[src/design/yuvag_pkg.sv]
// ----------------------------------------------------------------------------
// yuvag_pkg
// shared codes, widths, stage types and the chroma column map of the
// yuv layout address generator
// ----------------------------------------------------------------------------
package yuvag_pkg;

   // field widths
   localparam int unsigned POS_W  = 12;
   localparam int unsigned DIM_W  = 13;
   localparam int unsigned IDX_W  = 26;
   localparam int unsigned COL_W  = 18;
   localparam int unsigned ROW_W  = 13;
   localparam int unsigned SH_W   = 4;
   localparam int unsigned FMT_W  = 4;
   localparam int unsigned CSR_AW = 2;

   // layout codes
   localparam logic [FMT_W-1:0] FMT_P420     = 4'd0;
   localparam logic [FMT_W-1:0] FMT_P422     = 4'd1;
   localparam logic [FMT_W-1:0] FMT_P444     = 4'd2;
   localparam logic [FMT_W-1:0] FMT_YUY2     = 4'd3;
   localparam logic [FMT_W-1:0] FMT_UYVY     = 4'd4;
   localparam logic [FMT_W-1:0] FMT_UYVY_FLD = 4'd5;
   localparam logic [FMT_W-1:0] FMT_MB420    = 4'd6;
   localparam logic [FMT_W-1:0] FMT_MB420F   = 4'd7;
   localparam logic [FMT_W-1:0] FMT_MB422    = 4'd8;
   localparam logic [FMT_W-1:0] FMT_MB422F   = 4'd9;
   localparam logic [FMT_W-1:0] FMT_T44_420  = 4'd10;
   localparam logic [FMT_W-1:0] FMT_T44_422  = 4'd11;
   localparam logic [FMT_W-1:0] FMT_T88      = 4'd12;
   localparam logic [FMT_W-1:0] FMT_T84      = 4'd13;

   // plane codes
   localparam logic [1:0] PLANE_Y   = 2'd0;
   localparam logic [1:0] PLANE_CB  = 2'd1;
   localparam logic [1:0] PLANE_CR  = 2'd2;
   localparam logic [1:0] PLANE_BAD = 2'd3;

   // register indexes
   localparam logic [CSR_AW-1:0] CSR_LAYOUT  = 2'd0;
   localparam logic [CSR_AW-1:0] CSR_WIDTH   = 2'd1;
   localparam logic [CSR_AW-1:0] CSR_HEIGHT  = 2'd2;
   localparam logic [CSR_AW-1:0] CSR_SWIZZLE = 2'd3;

   // macroblock: 512 elements, Cb at +256, Cr at +264
   localparam logic [SH_W-1:0] MB_SIZE_LOG2 = 4'd9;
   localparam int unsigned     MB_CB_OFS    = 256;
   localparam int unsigned     MB_CR_OFS    = 264;
   // 4x4 tile: 32 elements, chroma at +16, Cr at +16 + 8
   localparam logic [SH_W-1:0] T44_SIZE_LOG2 = 4'd5;

   localparam logic [2:0] SWZ_MAP [8] = '{3'd4, 3'd5, 3'd0, 3'd1, 3'd6, 3'd7, 3'd2, 3'd3};

   // macroblock chroma column map
   function automatic logic [2:0] swz_col(input logic [2:0] c, input logic en);
      swz_col = en ? SWZ_MAP[c] : c;
   endfunction

   // decoded item: index = offset + (row * pitch << sh) + col
   typedef struct packed {
      logic             bad;
      logic [COL_W-1:0] col;
      logic [ROW_W-1:0] row;
      logic [DIM_W-1:0] pitch;
      logic [SH_W-1:0]  sh;
      logic             off_en;
      logic             csz_en;
      logic [1:0]       csz_sh;
   } dec_type;

   typedef struct packed {
      dec_type          dec;
      logic [IDX_W-1:0] size;
   } sized_type;

   typedef struct packed {
      logic             bad;
      logic [COL_W-1:0] col;
      logic [SH_W-1:0]  sh;
      logic [IDX_W-1:0] prod;
      logic [IDX_W-1:0] offset;
   } prod_type;

   typedef struct packed {
      logic             bad;
      logic [IDX_W-1:0] index;
   } res_type;

endpackage

[src/design/yuv_layout_address_generator_unit.sv]
// ----------------------------------------------------------------------------
// yuv_layout_address_generator_unit
// frame buffer element index of a luma or chroma sample for a yuv layout
// ----------------------------------------------------------------------------
// Takes a plane (luma, Cb, Cr) and a luma-grid pixel position and returns the
// element offset of that sample in a frame buffer of the configured layout:
// planar 4:2:0 / 4:2:2 / 4:4:4, YUY2, UYVY and field-interleaved UYVY, 16x16
// macroblock 4:2:0 and 4:2:2 (frame and field, optional chroma column map),
// packed 4x4 tiles and planar 8x8 / 8x4 tiles. Plane 3, the packed 4x4 4:2:2
// layout and the unused layout codes return index 0 with the bad_request flag
// set. The block is a four-stage pipeline (decode, frame-size multiply,
// row-pitch multiply, final add into the output register) and takes one
// transfer per clock while the result side is not stalled. Each stage holds
// its item independently, so a stalled output still lets bubbles upstream
// fill. Width and height above MAX_WIDTH / MAX_HEIGHT are clamped to those
// values; indexes wrap modulo 2^26. Write the registers only while the
// pipeline is empty.
// ----------------------------------------------------------------------------
module yuv_layout_address_generator_unit
   import yuvag_pkg::*;
#(
   parameter int unsigned MAX_WIDTH  = 4096,
   parameter int unsigned MAX_HEIGHT = 4096
) (
   input  logic              clock,
   input  logic              reset,
   // configuration write port
   input  logic              csr_we,
   input  logic [CSR_AW-1:0] csr_addr,
   input  logic [DIM_W-1:0]  csr_wdata,
   // request channel
   input  logic              req_tvalid,
   output logic              req_tready,
   input  logic [23:0]       req_tdata,   // pos_x [11:0], pos_y [23:12]
   input  logic [1:0]        req_tuser,   // plane [1:0]
   // result channel
   output logic              rsp_tvalid,
   input  logic              rsp_tready,
   output logic [31:0]       rsp_tdata,   // element_index [25:0], zero [31:26]
   output logic [0:0]        rsp_tuser    // bad_request [0]
);

   // configuration registers
   logic [FMT_W-1:0] layout_ff, layout_in;
   logic [DIM_W-1:0] width_ff, width_in;
   logic [DIM_W-1:0] height_ff, height_in;
   logic             swizzle_ff, swizzle_in;

   // pipeline valid bits and payload
   logic      v1_ff, v1_in, v2_ff, v2_in, v3_ff, v3_in, v4_ff, v4_in;
   dec_type   s1_ff, s1_in;
   sized_type s2_ff, s2_in;
   prod_type  s3_ff, s3_in;
   res_type   s4_ff, s4_in;
   logic      en1, en2, en3, en4;

   // decode helpers
   logic [1:0]       pl;
   logic [POS_W-1:0] pos_x, pos_y;
   logic [DIM_W-1:0] w_eff, h_eff;
   logic [DIM_W-1:0] y_fld;
   logic [8:0]       half_rows;
   logic [DIM_W-1:0] mb_yin;
   logic             mb_c420, mb_par;
   logic [ROW_W-1:0] mb_row;
   logic [COL_W-1:0] mb_col;
   logic [1:0]       t_tys;
   logic [POS_W-1:0] t_px, t_py;
   logic [COL_W-1:0] t_col;
   logic [ROW_W-1:0] t_row;
   logic             p_cxs, p_cys;
   logic [IDX_W-1:0] size_prod;
   logic [IDX_W-1:0] csz;

   // ---------------------------------------------------------------- config
   always_comb begin
      layout_in  = layout_ff;
      width_in   = width_ff;
      height_in  = height_ff;
      swizzle_in = swizzle_ff;
      if (csr_we) begin
         case (csr_addr)
            CSR_LAYOUT:  layout_in  = csr_wdata[FMT_W-1:0];
            CSR_WIDTH:   width_in   = csr_wdata;
            CSR_HEIGHT:  height_in  = csr_wdata;
            CSR_SWIZZLE: swizzle_in = csr_wdata[0];
            default: ;
         endcase
      end
   end

   always_ff @(posedge clock) begin
      if (reset) begin
         layout_ff  <= FMT_P420;
         width_ff   <= 13'd16;
         height_ff  <= 13'd16;
         swizzle_ff <= 1'b0;
      end else begin
         layout_ff  <= layout_in;
         width_ff   <= width_in;
         height_ff  <= height_in;
         swizzle_ff <= swizzle_in;
      end
   end

   // oversized frames are clamped to the supported maximum
   assign w_eff = (32'(width_ff) > MAX_WIDTH) ? DIM_W'(MAX_WIDTH) : width_ff;
   assign h_eff = (32'(height_ff) > MAX_HEIGHT) ? DIM_W'(MAX_HEIGHT) : height_ff;

   // ------------------------------------------------------- stage handshake
   // each stage loads when empty or when the next stage takes its item
   assign en4 = !v4_ff || rsp_tready;
   assign en3 = !v3_ff || en4;
   assign en2 = !v2_ff || en3;
   assign en1 = !v1_ff || en2;
   assign req_tready = en1;

   assign v1_in = en1 ? req_tvalid : v1_ff;
   assign v2_in = en2 ? v1_ff : v2_ff;
   assign v3_in = en3 ? v2_ff : v3_ff;
   assign v4_in = en4 ? v3_ff : v4_ff;

   always_ff @(posedge clock) begin
      if (reset) begin
         v1_ff <= 1'b0;
         v2_ff <= 1'b0;
         v3_ff <= 1'b0;
         v4_ff <= 1'b0;
      end else begin
         v1_ff <= v1_in;
         v2_ff <= v2_in;
         v3_ff <= v3_in;
         v4_ff <= v4_in;
      end
   end

   // ------------------------------------------------------- stage 1: decode
   assign pl    = req_tuser;
   assign pos_x = req_tdata[11:0];
   assign pos_y = req_tdata[23:12];

   // field-interleaved row: even lines first, odd lines from h/2 on
   assign y_fld     = DIM_W'(pos_y[11:1]) + (pos_y[0] ? DIM_W'(h_eff[12:1]) : '0);
   assign half_rows = 9'((10'(h_eff[12:4]) + 10'd1) >> 1);

   // 16x16 macroblock layouts
   always_comb begin
      case (layout_ff)
         FMT_MB420F: mb_yin = DIM_W'(pos_y[11:1]);
         FMT_MB422F: mb_yin = y_fld;
         default:    mb_yin = DIM_W'(pos_y);
      endcase
   end

   assign mb_c420 = (layout_ff == FMT_MB420) || (layout_ff == FMT_MB420F);
   // second field starts after the macroblock rows of the first one
   assign mb_par  = (layout_ff == FMT_MB420F) &&
                    ((pl == PLANE_Y) ? pos_y[0] : pos_y[1]);
   assign mb_row  = ROW_W'(mb_yin[12:4]) + (mb_par ? ROW_W'(half_rows) : '0);

   always_comb begin
      if (pl == PLANE_Y) begin
         mb_col = COL_W'({pos_x[11:4], 1'b0, mb_yin[3:0], pos_x[3:0]});
      end else begin
         mb_col = COL_W'({pos_x[11:4], 9'd0})
                + COL_W'(swz_col(pos_x[3:1], swizzle_ff))
                + (mb_c420 ? COL_W'({mb_yin[3:1], 4'd0}) : COL_W'({mb_yin[3:0], 4'd0}))
                + ((pl == PLANE_CB) ? COL_W'(MB_CB_OFS) : COL_W'(MB_CR_OFS));
      end
   end

   // planar 8x8 / 8x4 tiles
   assign t_tys = (layout_ff == FMT_T88) ? 2'd3 : 2'd2;
   assign t_px  = (pl == PLANE_Y) ? pos_x : {1'b0, pos_x[11:1]};
   assign t_py  = (pl == PLANE_Y) ? pos_y : {1'b0, pos_y[11:1]};
   assign t_col = (COL_W'(t_px[11:3]) << (3'd3 + 3'(t_tys)))
                + COL_W'(t_px[2:0])
                + (COL_W'(t_py & ((12'd1 << t_tys) - 12'd1)) << 3);
   assign t_row = ROW_W'(t_py >> t_tys);

   // planar subsampling shifts
   assign p_cxs = (layout_ff != FMT_P444);
   assign p_cys = (layout_ff == FMT_P420);

   always_comb begin
      s1_in        = '0;
      s1_in.pitch  = w_eff;
      s1_in.row    = ROW_W'(pos_y);
      case (layout_ff)
         FMT_P420, FMT_P422, FMT_P444: begin
            if (pl == PLANE_Y) begin
               s1_in.col = COL_W'(pos_x);
            end else begin
               s1_in.col    = COL_W'(pos_x >> p_cxs);
               s1_in.row    = ROW_W'(pos_y >> p_cys);
               s1_in.pitch  = w_eff >> p_cxs;
               s1_in.off_en = 1'b1;
               s1_in.csz_en = (pl == PLANE_CR);
               s1_in.csz_sh = 2'(p_cxs) + 2'(p_cys);
            end
         end
         FMT_YUY2: begin
            s1_in.sh = 4'd1;
            if (pl == PLANE_Y) begin
               s1_in.col = COL_W'({pos_x, 1'b0});
            end else begin
               s1_in.col = COL_W'({pos_x[11:1], (pl == PLANE_CR), 1'b1});
            end
         end
         FMT_UYVY, FMT_UYVY_FLD: begin
            s1_in.sh = 4'd1;
            if (layout_ff == FMT_UYVY_FLD) begin
               s1_in.row = y_fld;
            end
            if (pl == PLANE_Y) begin
               s1_in.col = COL_W'({pos_x, 1'b1});
            end else begin
               s1_in.col = COL_W'({pos_x[11:1], (pl == PLANE_CR), 1'b0});
            end
         end
         FMT_MB420, FMT_MB420F, FMT_MB422, FMT_MB422F: begin
            s1_in.col   = mb_col;
            s1_in.row   = mb_row;
            s1_in.pitch = DIM_W'(w_eff[12:4]);
            s1_in.sh    = MB_SIZE_LOG2;
         end
         FMT_T44_420: begin
            s1_in.row   = ROW_W'(pos_y[11:2]);
            s1_in.pitch = DIM_W'(w_eff[12:2]);
            s1_in.sh    = T44_SIZE_LOG2;
            if (pl == PLANE_Y) begin
               s1_in.col = COL_W'({pos_x[11:2], 1'b0, pos_y[1:0], pos_x[1:0]});
            end else begin
               s1_in.col = COL_W'({pos_x[11:2], 1'b1, (pl == PLANE_CR), pos_y[1],
                                   1'b0, pos_x[1]});
            end
         end
         FMT_T88, FMT_T84: begin
            s1_in.col = t_col;
            s1_in.row = t_row;
            s1_in.sh  = SH_W'(t_tys);
            if (pl != PLANE_Y) begin
               s1_in.pitch  = w_eff >> 1;
               s1_in.off_en = 1'b1;
               s1_in.csz_en = (pl == PLANE_CR);
               s1_in.csz_sh = 2'd2;
            end
         end
         default: begin
            // packed 4x4 4:2:2 and the unused codes
            s1_in.bad = 1'b1;
         end
      endcase
      if (pl == PLANE_BAD) begin
         s1_in.bad = 1'b1;
      end
   end

   // ---------------------------------------------- stage 2: luma plane size
   assign size_prod = w_eff * h_eff;

   always_comb begin
      s2_in.dec  = s1_ff;
      s2_in.size = size_prod;
   end

   // ------------------------------------ stage 3: row product, plane offset
   assign csz = s2_ff.size >> s2_ff.dec.csz_sh;

   always_comb begin
      s3_in.bad    = s2_ff.dec.bad;
      s3_in.col    = s2_ff.dec.col;
      s3_in.sh     = s2_ff.dec.sh;
      s3_in.prod   = s2_ff.dec.row * s2_ff.dec.pitch;
      s3_in.offset = '0;
      if (s2_ff.dec.off_en) begin
         s3_in.offset = s2_ff.size + (s2_ff.dec.csz_en ? csz : '0);
      end
   end

   // ------------------------------------------------ stage 4: final sum
   always_comb begin
      s4_in.bad   = s3_ff.bad;
      s4_in.index = '0;
      if (!s3_ff.bad) begin
         s4_in.index = s3_ff.offset + (s3_ff.prod << s3_ff.sh) + IDX_W'(s3_ff.col);
      end
   end

   // payload registers, no reset
   always_ff @(posedge clock) begin
      if (en1) begin
         s1_ff <= s1_in;
      end
      if (en2) begin
         s2_ff <= s2_in;
      end
      if (en3) begin
         s3_ff <= s3_in;
      end
      if (en4) begin
         s4_ff <= s4_in;
      end
   end

   assign rsp_tvalid = v4_ff;
   assign rsp_tdata  = {6'd0, s4_ff.index};
   assign rsp_tuser  = s4_ff.bad;

   // ------------------------------------------------------------ assertions
   // a flagged result always carries index zero
   a_bad_zero: assert property (@(posedge clock) disable iff (reset)
      (rsp_tvalid && rsp_tuser[0]) |-> (rsp_tdata == 32'd0))
      else $error("flagged result with nonzero index");

   // a full pipeline with a stalled output takes no new transfer
   a_full_stall: assert property (@(posedge clock) disable iff (reset)
      (v1_ff && v2_ff && v3_ff && rsp_tvalid && !rsp_tready) |-> !req_tready)
      else $error("request taken while pipeline full and stalled");

   // with the result side open, an accepted item reaches the output register
   a_latency: assert property (@(posedge clock) disable iff (reset)
      (req_tvalid && req_tready ##1 rsp_tready ##1 rsp_tready ##1 rsp_tready)
      |=> rsp_tvalid)
      else $error("accepted item did not reach the output register");

   // pipeline is empty right after reset
   a_reset_empty: assert property (@(posedge clock)
      (!reset && $past(reset)) |-> (!v1_ff && !v2_ff && !v3_ff && !rsp_tvalid))
      else $error("pipeline not empty after reset");

endmodule

[config.mk]
export PLATFORM = sky130hd
export DESIGN_NAME = yuv_layout_address_generator_unit
export DESIGN_NICKNAME = d
export VERILOG_FILES = /design/src/design/yuvag_pkg.sv /design/src/design/yuv_layout_address_generator_unit.sv
export SDC_FILE = /design/constraint.sdc
export NUM_CORES = 1
export LEC_CHECK = 0
export BUFFER_PORTS_ARGS = -buffer_cell sky130_fd_sc_hd__buf_2
export CAP_MARGIN = 25
export CORE_UTILIZATION = 35
export CTS_CLUSTER_SIZE = 12
export DETAILED_ROUTE_END_ITERATION = 8
export GPL_ROUTABILITY_DRIVEN = 0
export HOLD_SLACK_MARGIN = 0.1
export PLACE_DENSITY = 0.6
export SYNTH_ARGS = -nofsm -noshare
export SYNTH_HDL_FRONTEND = slang
export SYNTH_SLANG_ARGS = --single-unit
[constraint.sdc]
create_clock -name clock -period 19.05 [get_ports clock]
set_clock_uncertainty 0.2 [all_clocks]
set_input_delay 3.81 -clock clock [delete_from_list [all_inputs] [get_ports clock]]
set_output_delay 3.81 -clock clock [all_outputs]
set_load 0.01 [all_outputs]
* Word-level counts from Yosys, hierarchy flattened
Memories as Yosys holds them, arrays and structs flattened.
Cells that the tools add are included.
** Word-level totals
- Register bits after elaboration :: 269
- Bits in latches :: 0
- RAM bits :: 0
- Memory bits (read-only) :: 24
- Output and inout bits :: 35
- Logic and storage cells :: 136
- Memories kept :: 1
** Operators by class
- Add/sub/neg operators :: 14
- $mul :: 2
- Divide/modulo/power cells :: 0
- Magnitude comparators :: 3
- Equal/unequal tests :: 19
- Shift-type cells :: 8
- Muxes and demuxes :: 31
- Bitwise operators :: 2
- Reductions and logical operators :: 24
** Memory list
- (no name shown) :: words 8, width 3, rd ports 1, clocked after memory_dff 0, write ports 0, line yuvag_pkg.sv:57 : swz_col = en ? SWZ_MAP[c] : c;
** Operators with widths (number)
- 18-bit case mux with 6 select lines :: 1
- 13-bit case mux with 5 select lines :: 1
- 26-bit adder :: 2
- 13-bit by 13-bit multiplier with 26-bit output :: 2
- 13-bit 2-to-1 mux :: 4
- 26-bit 2-to-1 mux :: 2
- 13-bit case mux with 4 select lines :: 1
- 12-bit 2-to-1 mux :: 3
- 18-bit 2-to-1 mux :: 2
- 26-bit by 18-bit adder with 26-bit output :: 1
- 13-bit > comparator (second input constant) :: 2
- 13-bit case mux with 2 select lines :: 1
- 26-bit by 4-bit left shift with 26-bit output :: 1
- 26-bit by 2-bit right shift with 26-bit output :: 1
- 4-bit == test (second input constant) :: 5
- 17-bit by 3-bit adder with 18-bit output :: 1
- 18-bit adder :: 1
- 18-bit by 3-bit adder with 18-bit output :: 1
- 18-bit by 8-bit adder with 18-bit output :: 1
- 18-bit by 9-bit adder with 18-bit output :: 1
- 9-bit by 3-bit left shift with 18-bit output :: 1
- 12-bit by 1-bit right shift with 18-bit output :: 1
- 4-bit by 3-bit == test with 1-bit output (second input constant) :: 4
- 4-bit case mux with 4 select lines :: 1
- other kinds (37) :: 62

* Longest topological paths before layout
Gate-level depths: netlist of the first run.
- Depth in word-level cells :: 10
- Mapped depth :: 23

* Worst setup path before layout of the first run
No wires, ideal clock.
- Path kind :: input -> output
- Start point :: input port rsp_tready
- End point :: output port req_tready
- Data arrival time :: 5.267 ns
- Required time :: 15.040 ns
- Slack :: 9.773 ns
- Stages :: 3
- Buffers on the path :: 0
- Path through :: nor2b_1 and3_1 nand2_1
** On the way
- Longest elaborated chain between the ends :: 4
** Ends and longest elaborated chain
- from (decl) :: line yuv_layout_address_generator_unit.sv:38 : input logic rsp_tready,
- 1-bit logical OR :: line yuv_layout_address_generator_unit.sv:112 : assign en4 = !v4_ff || rsp_tready;
- 1-bit logical OR :: line yuv_layout_address_generator_unit.sv:113 : assign en3 = !v3_ff || en4;
- 1-bit logical OR :: line yuv_layout_address_generator_unit.sv:114 : assign en2 = !v2_ff || en3;
- 1-bit logical OR :: line yuv_layout_address_generator_unit.sv:115 : assign en1 = !v1_ff || en2;
- to (decl) :: line yuv_layout_address_generator_unit.sv:33 : output logic req_tready,
Every way passes these cells.

* Worst setup path in the final report of the first run
Ends and elaborated chain as after synthesis.

==> results of run 1 <==
[power by group through the flow]
stage	Clock [uW]	Sequential (uW)	Combinational, uW
after floorplan	0	774	498
after global placement	0	802	656
after detailed placement	0	804	661
after CTS	556	792	664
after global routing	578	800	753
final	543	791	666
[kinds of logic after synthesis]
kind of cell / after synthesis / share of synthesized area, %
DFF: 266 / 27.5
xor gates and xnor gates: 91 / 2.90
adders and majority gates: 486 / 29.0
other: 1 / 0.0135
buffers and inverters: 516 / 7.12
AOI/OAI and AO/OA: 529 / 12.7
muxes: 97 / 4.50
and+or+nand+nor: 973 / 16.3
[worst max-delay path, stage by stage]
cell     delay, ns
buf_2         0.10
nor2b_1       0.32
and3_1        0.34
nand2_2       0.07
buf_4         0.35
buf_2         0.25
[area by class of cell]
cell class | count | share of cell area [%]
Multi-Input combinational cell | 2184 | 60.7
Sequential cell | 266 | 25.5
Inverter | 347 | 4.34
Tap cell | 1040 | 4.34
Clock buffer | 32 | 2.53
Timing Repair Buffer | 106 | 2.08
Clock inverter | 16 | 0.509
Antenna cell | 3 | 0.0250
[through the flow]
stage                     utilization [%]  instances  area, um^2  hold slack (ns)  setup slack, ns
after global placement               37.2       3938       29000            0.201             9.75
after detailed placement             37.3       3941       29000            0.205             9.75
final                                38.4       3994       30000            0.206             9.76
after floorplan                         -       2966       27800            0.200             9.77
after CTS                            38.4       3989       30000            0.196             9.74
after global routing                 38.4       3991       30000            0.205             9.65
[flip-flops by register name, indices dropped and copies added (netlist names)]
signal,flops
width_ff,13
v2_ff,1
rsp_tdata,26
s2_ff,78
s1_ff,52
rsp_tvalid,1
v3_ff,1
height_ff,13
swizzle_ff,1
s3_ff,74
layout_ff,4
v1_ff,1
rsp_tuser,1
[cells in the mapped netlist, types with 14 or more instances]
master,instances,area [um^2]
a22oi_1,24,180
o21a_1,21,158
and3_1,21,131
nand2_1,384,1440
edfxtp_1,231,6940
nand3_1,34,170
nor3_1,45,225
a31oi_1,24,150
ha_1,223,2790
clkbuf_1,135,507
nand2b_1,61,382
buf_1,15,56.3
nor2_1,223,837
dfxtp_1,35,701
a21o_1,40,300
a222oi_1,22,220
o21ai_0,109,546
a21oi_1,129,646
a211oi_1,25,188
mux2i_1,63,631
inv_1,346,1300
o211ai_1,14,105
xnor2_1,60,526
nor2b_1,47,294
xor2_1,30,263
fa_1,263,5270
mux4_2,21,473
and2_1,101,632
[metal layers]
| metal | vias up | global-route usage (%) | part of all wire, % |
|---|---|---|---|
| met5 | - | 0 | 0.017 |
| met4 | 2 | 6.05 | 3.7 |
| met3 | 146 | 3.30 | 7.6 |
| met2 | 717 | 25.7 | 41 |
| met1 | 10100 | 26.0 | 47 |
| li1 | 9995 | - | - |
[worst max path at each step]
stage | start | endpoint | slack [ns]
after floorplan | rsp_tready | req_tready | 9.77
after global routing | rsp_tready | req_tready | 9.65
after global placement | rsp_tready | req_tready | 9.75
final | rsp_tready | req_tready | 9.76
after detailed placement | rsp_tready | req_tready | 9.75
after CTS | rsp_tready | req_tready | 9.74
==> flow_summary.json, run 1 <==
{
  "grt_max_degree": 79,
  "drive_gt1_share_pct": 7.08,
  "syn_area_per_cell_um2": 9.38,
  "r2r-start": "height_ff[12]",
  "numCtsBuffers": 30,
  "worst_setup_path_end_kind": "output pin",
  "start_util_pct": 35.6,
  "post_drt_via_cell_ratio": 5.25,
  "grt.overflow.total": 0,
  "r2r-end": "s2_ff[23]",
  "hold_end": "s3_ff[53]",
  "io_pins": 81,
  "cp_data_required_time_ns": 15.04,
  "criticalPathCategory": "input port to output pin",
  "clkTransAtPathRegs_ns": 0.06,
  "holdPathStages": 0,
  "cts_hold_buf": 0,
  "yosysSeqAreaShare_pct": 27.5,
  "p_comb_share_pct": 33.3,
  "max-vdd-ir-drop_uv": 68.8,
  "grt_pass1_vias": 20300,
  "cts_resized": 0,
  "post-route-drc-count": 0,
  "r2r_slack_ns": 12.14,
  "ys_warn_count": 0,
  "clock-sinks": 266,
  "holdCritPathClass": "flip-flop to flip-flop",
  "clock_path_buffers": 3,
  "slew-limit-headroom_pct": 33.4,
  "final_cell_mix": "382 x nand2_1, 345 x inv_1, 263 x fa_1, 231 x edfxtp_1, 223 x ha_1",
  "min_from": "s2_ff[31]",
  "core_um2": 78000,
  "netlist_area_um2": 27800,
  "ctsHtreeMaxLevel": 1,
  "synthCells": 2959,
  "fmax_ghz": 0.108,
  "totalWireLength_mm": 71.3,
  "grt_pass1_wl_mm": 114,
  "die_w_um": 284,
  "ys_types": 81,
  "seqCellArea_um2": 7640,
  "ys_ff_latch": 266,
  "syn2layout_area_growth_pct": 7.97,
  "antenna_found_initial": 8,
  "rsz0062_at_grt": "false",
  "dieArea_um2": 80500,
  "die_h_um": 284,
  "post_cts_buffers": 0,
  "hold_viol_final": 0,
  "p_seq_share_pct": 39.5,
  "p_leak_uw": 0.0135,
  "synth_ff_type": "edfxtp_1",
  "worstSkewPairLatency_ns": 0.58,
  "setup_viol": 0,
  "drt_iter0_drc": 1857,
  "fin_crit_sh_pct": 48.8,
  "power_uw": 2000,
  "rows": 102,
  "io_buffers": 74,
  "ys_async_sr_fraction_pct": 0,
  "fin_nets": 3467,
  "sw_frac_of_total_pct": 34.3,
  "fin_setup_tns_ns": 0,
  "dp_hpwl_mm": 55.5,
  "synth_edf_count": 231,
  "period_needed_ns": 9.29,
  "clkPwrFrac_pct": 27.2,
  "r2r_cells": 19,
  "startpoint_type": "input port",
  "layout_commonest_cell": "nand2_1",
  "cts_tree": "yes",
  "multi_input_area_um2": 18200,
  "cp_max_fo": 53,
  "maxSlewViolCount": 0,
  "routedWlPerCell_um": 17.8,
  "root_buffer": "clkbuf_16",
  "powerDensity_nw_per_um2": 66.7,
  "p_int_uw": 1310,
  "nFillCells": 7737,
  "worstPathArrival_ns": 5.28,
  "grt_usage_pct": 17.6,
  "postRouteAntennaNets": 0,
  "cap_viol_max_count": 0,
  "status": "completed",
  "num_vias": 21000,
  "dr.pass1.iters": 9,
  "switching_power_uw": 686,
  "tightest_slew_ns": 0.998
}
(Power assumes the default switching activity.)
==> run 2, diff against run 1 <==
- clock period: 19.05 -> 9.5 ns (I/O delays scaled with it)
==> flow_summary.json, run 2 (synthesis gave the netlist of run 1 again) <==
{
  "status": "completed",
  "clkTransAtPathRegs_ns": 0.06,
  "dp_hpwl_mm": 55.6,
  "grt_usage_pct": 17.4,
  "syn2layout_area_growth_pct": 8.31,
  "drive_gt1_share_pct": 7.05,
  "worst_setup_path_end_kind": "flip-flop",
  "start_util_pct": 35.6,
  "place_area_um2": 29000,
  "holdCritPathClass": "flip-flop to flip-flop",
  "antenna_found_initial": 13,
  "core_um2": 78000,
  "cp_cell_sequence": "buf_4, nand2b_1, inv_1, nand2_1, fa_1, fa_1, inv_1, fa_1, fa_1, inv_1, fa_1, inv_1, ha_1, a211oi_1, nand2_1, o31a_1, o31ai_1, and2_1, o21ai_0",
  "post_cts_buffers": 0,
  "r2r-start": "height_ff[12]",
  "dieArea_um2": 80500,
  "worst_slack_ns": 3.05,
  "clock-sinks": 266,
  "r2r_slack_ns": 3.05,
  "p_leak_uw": 0.0135,
  "crit_slowest_cell": "fa_1",
  "place_ws_ns": 3.11,
  "drt_iter0_drc": 2102,
  "setup.worst_path.start": "height_ff[12]",
  "final_area_um2": 30100,
  "routedWlPerCell_um": 17.7,
  "r2r-end": "s2_ff[25]",
  "clock_path_buffers": 3,
  "layout_commonest_cell": "nand2_1",
  "worstPathArrival_ns": 6.58,
  "cap_viol_max_count": 0,
  "tightest_slew_ns": 1.10,
  "fin_nets": 3461,
  "wl_met2_mm": 30.5,
  "r2r_cells": 19,
  "totalWireLength_mm": 70.9,
  "p_comb_share_pct": 32.3,
  "io_pins": 81,
  "max-vdd-ir-drop_uv": 161,
  "num_vias": 20800,
  "period_needed_ns": 6.45,
  "reg_top3": "s2_ff x78, s3_ff x74, s1_ff x52",
  "grt_max_degree": 79,
  "post-route-drc-count": 0,
  "fin_crit_sh_pct": 67.9,
  "rows": 102,
  "crit_family": "adder cells",
  "fin_setup_tns_ns": 0,
  "clkPwrFrac_pct": 28.7,
  "criticalPathCategory": "flip-flop to flip-flop",
  "path_buf_inv": 5,
  "wl_met3_mm": 5.23,
  "cp.depth": 19,
  "crit_end": "s2_ff[25]",
  "powerDensity_nw_per_um2": 136,
  "p_seq_share_pct": 39.0,
  "numCtsBuffers": 31,
  "maxSlewViolCount": 0,
  "holdPathStages": 0,
  "root_buffer": "clkbuf_16",
  "io_buffers": 74,
  "worstSkewPairLatency_ns": 0.59,
  "cts_hold_buf": 0,
  "largest_register_ffs": 78,
  "ctsHtreeMaxLevel": 1,
  "slew-limit-headroom_pct": 26.3,
  "final_cell_mix": "382 x nand2_1, 345 x inv_1, 263 x fa_1, 231 x edfxtp_1, 223 x ha_1",
  "cts_tree": "yes",
  "post_drt_via_cell_ratio": 5.22,
  "hold_viol_final": 0,
  "rsz0062_at_grt": "false",
  "grt_pass1_vias": 20200,
  "postRouteAntennaNets": 0,
  "die_h_um": 284,
  "setup_viol": 0,
  "dr.pass1.iters": 8,
  "cp_max_fo": 39,
  "fmax_ghz": 0.155,
  "cp_common_cell": "fa_1",
  "cts_resized": 0,
  "switching_power_uw": 1390,
  "sw_frac_of_total_pct": 34.1,
  "max_stage_delay_ns": 0.56,
  "timing.hold.ws_ns": 0.207,
  "highest_layer": "met5",
  "wl_met1_mm": 33.2,
  "startpoint_type": "flip-flop",
  "grt.overflow.total": 0,
  "p_int_uw": 2690,
  "die_w_um": 284,
  "top_register": "s2_ff",
  "grt_pass1_wl_mm": 112,
  "cp_data_required_time_ns": 9.63,
  "fin_util_pct": 38.6
}
[run 2: cell types whose count changed in the layout (fill, tap and decap cells not counted), sizes merged]
cell      delta
clkbuf       +7
diode        -2
clkinvlp     -1
inv          +4
clkinv       -2
buf          -7
[run 2: per-layer routing]
layer,GRT usage [%],up-vias
met1,25.3,10000
met5,0.774,-
met3,3.46,116
met4,4.51,20
met2,26.1,681
li1,-,9986
[run 2: layout make-up]
cell class,instances,area (um^2)
clock buffer,39,838
clock inverter,17,159
antenna,1,2.50
timing repair buffer,99,634
tap,1040,1300
sequential,266,7640
multi-input combinational,2184,18200
fill,7717,47900
inverter,347,1300
[run 2: through the flow]
step | total power (uW) | std cells
floorplan | 2550 | 2966
global placement | 2910 | 3931
detailed placement | 2920 | 3933
CTS | 4110 | 3989
global route | 4340 | 3992
finish | 4080 | 3993
[run 2: power groups by stage]
stage	logic (uW)	clock network [uW]	registers (uW)
global placement	1300	0	1610
CTS	1320	1200	1590
floorplan	998	0	1550
global route	1490	1240	1610
detailed placement	1310	0	1610
finish	1320	1170	1590
[run 2: worst min path at each step]
stage	slack, ns	from	to
after floorplan	0.20	s1_ff[0]	s2_ff[26]
after global placement	0.20	s2_ff[32]	s3_ff[54]
after detailed placement	0.20	s1_ff[5]	s2_ff[31]
after CTS	0.20	s1_ff[10]	s2_ff[36]
after global routing	0.22	s1_ff[4]	s2_ff[30]
final	0.21	s1_ff[5]	s2_ff[31]
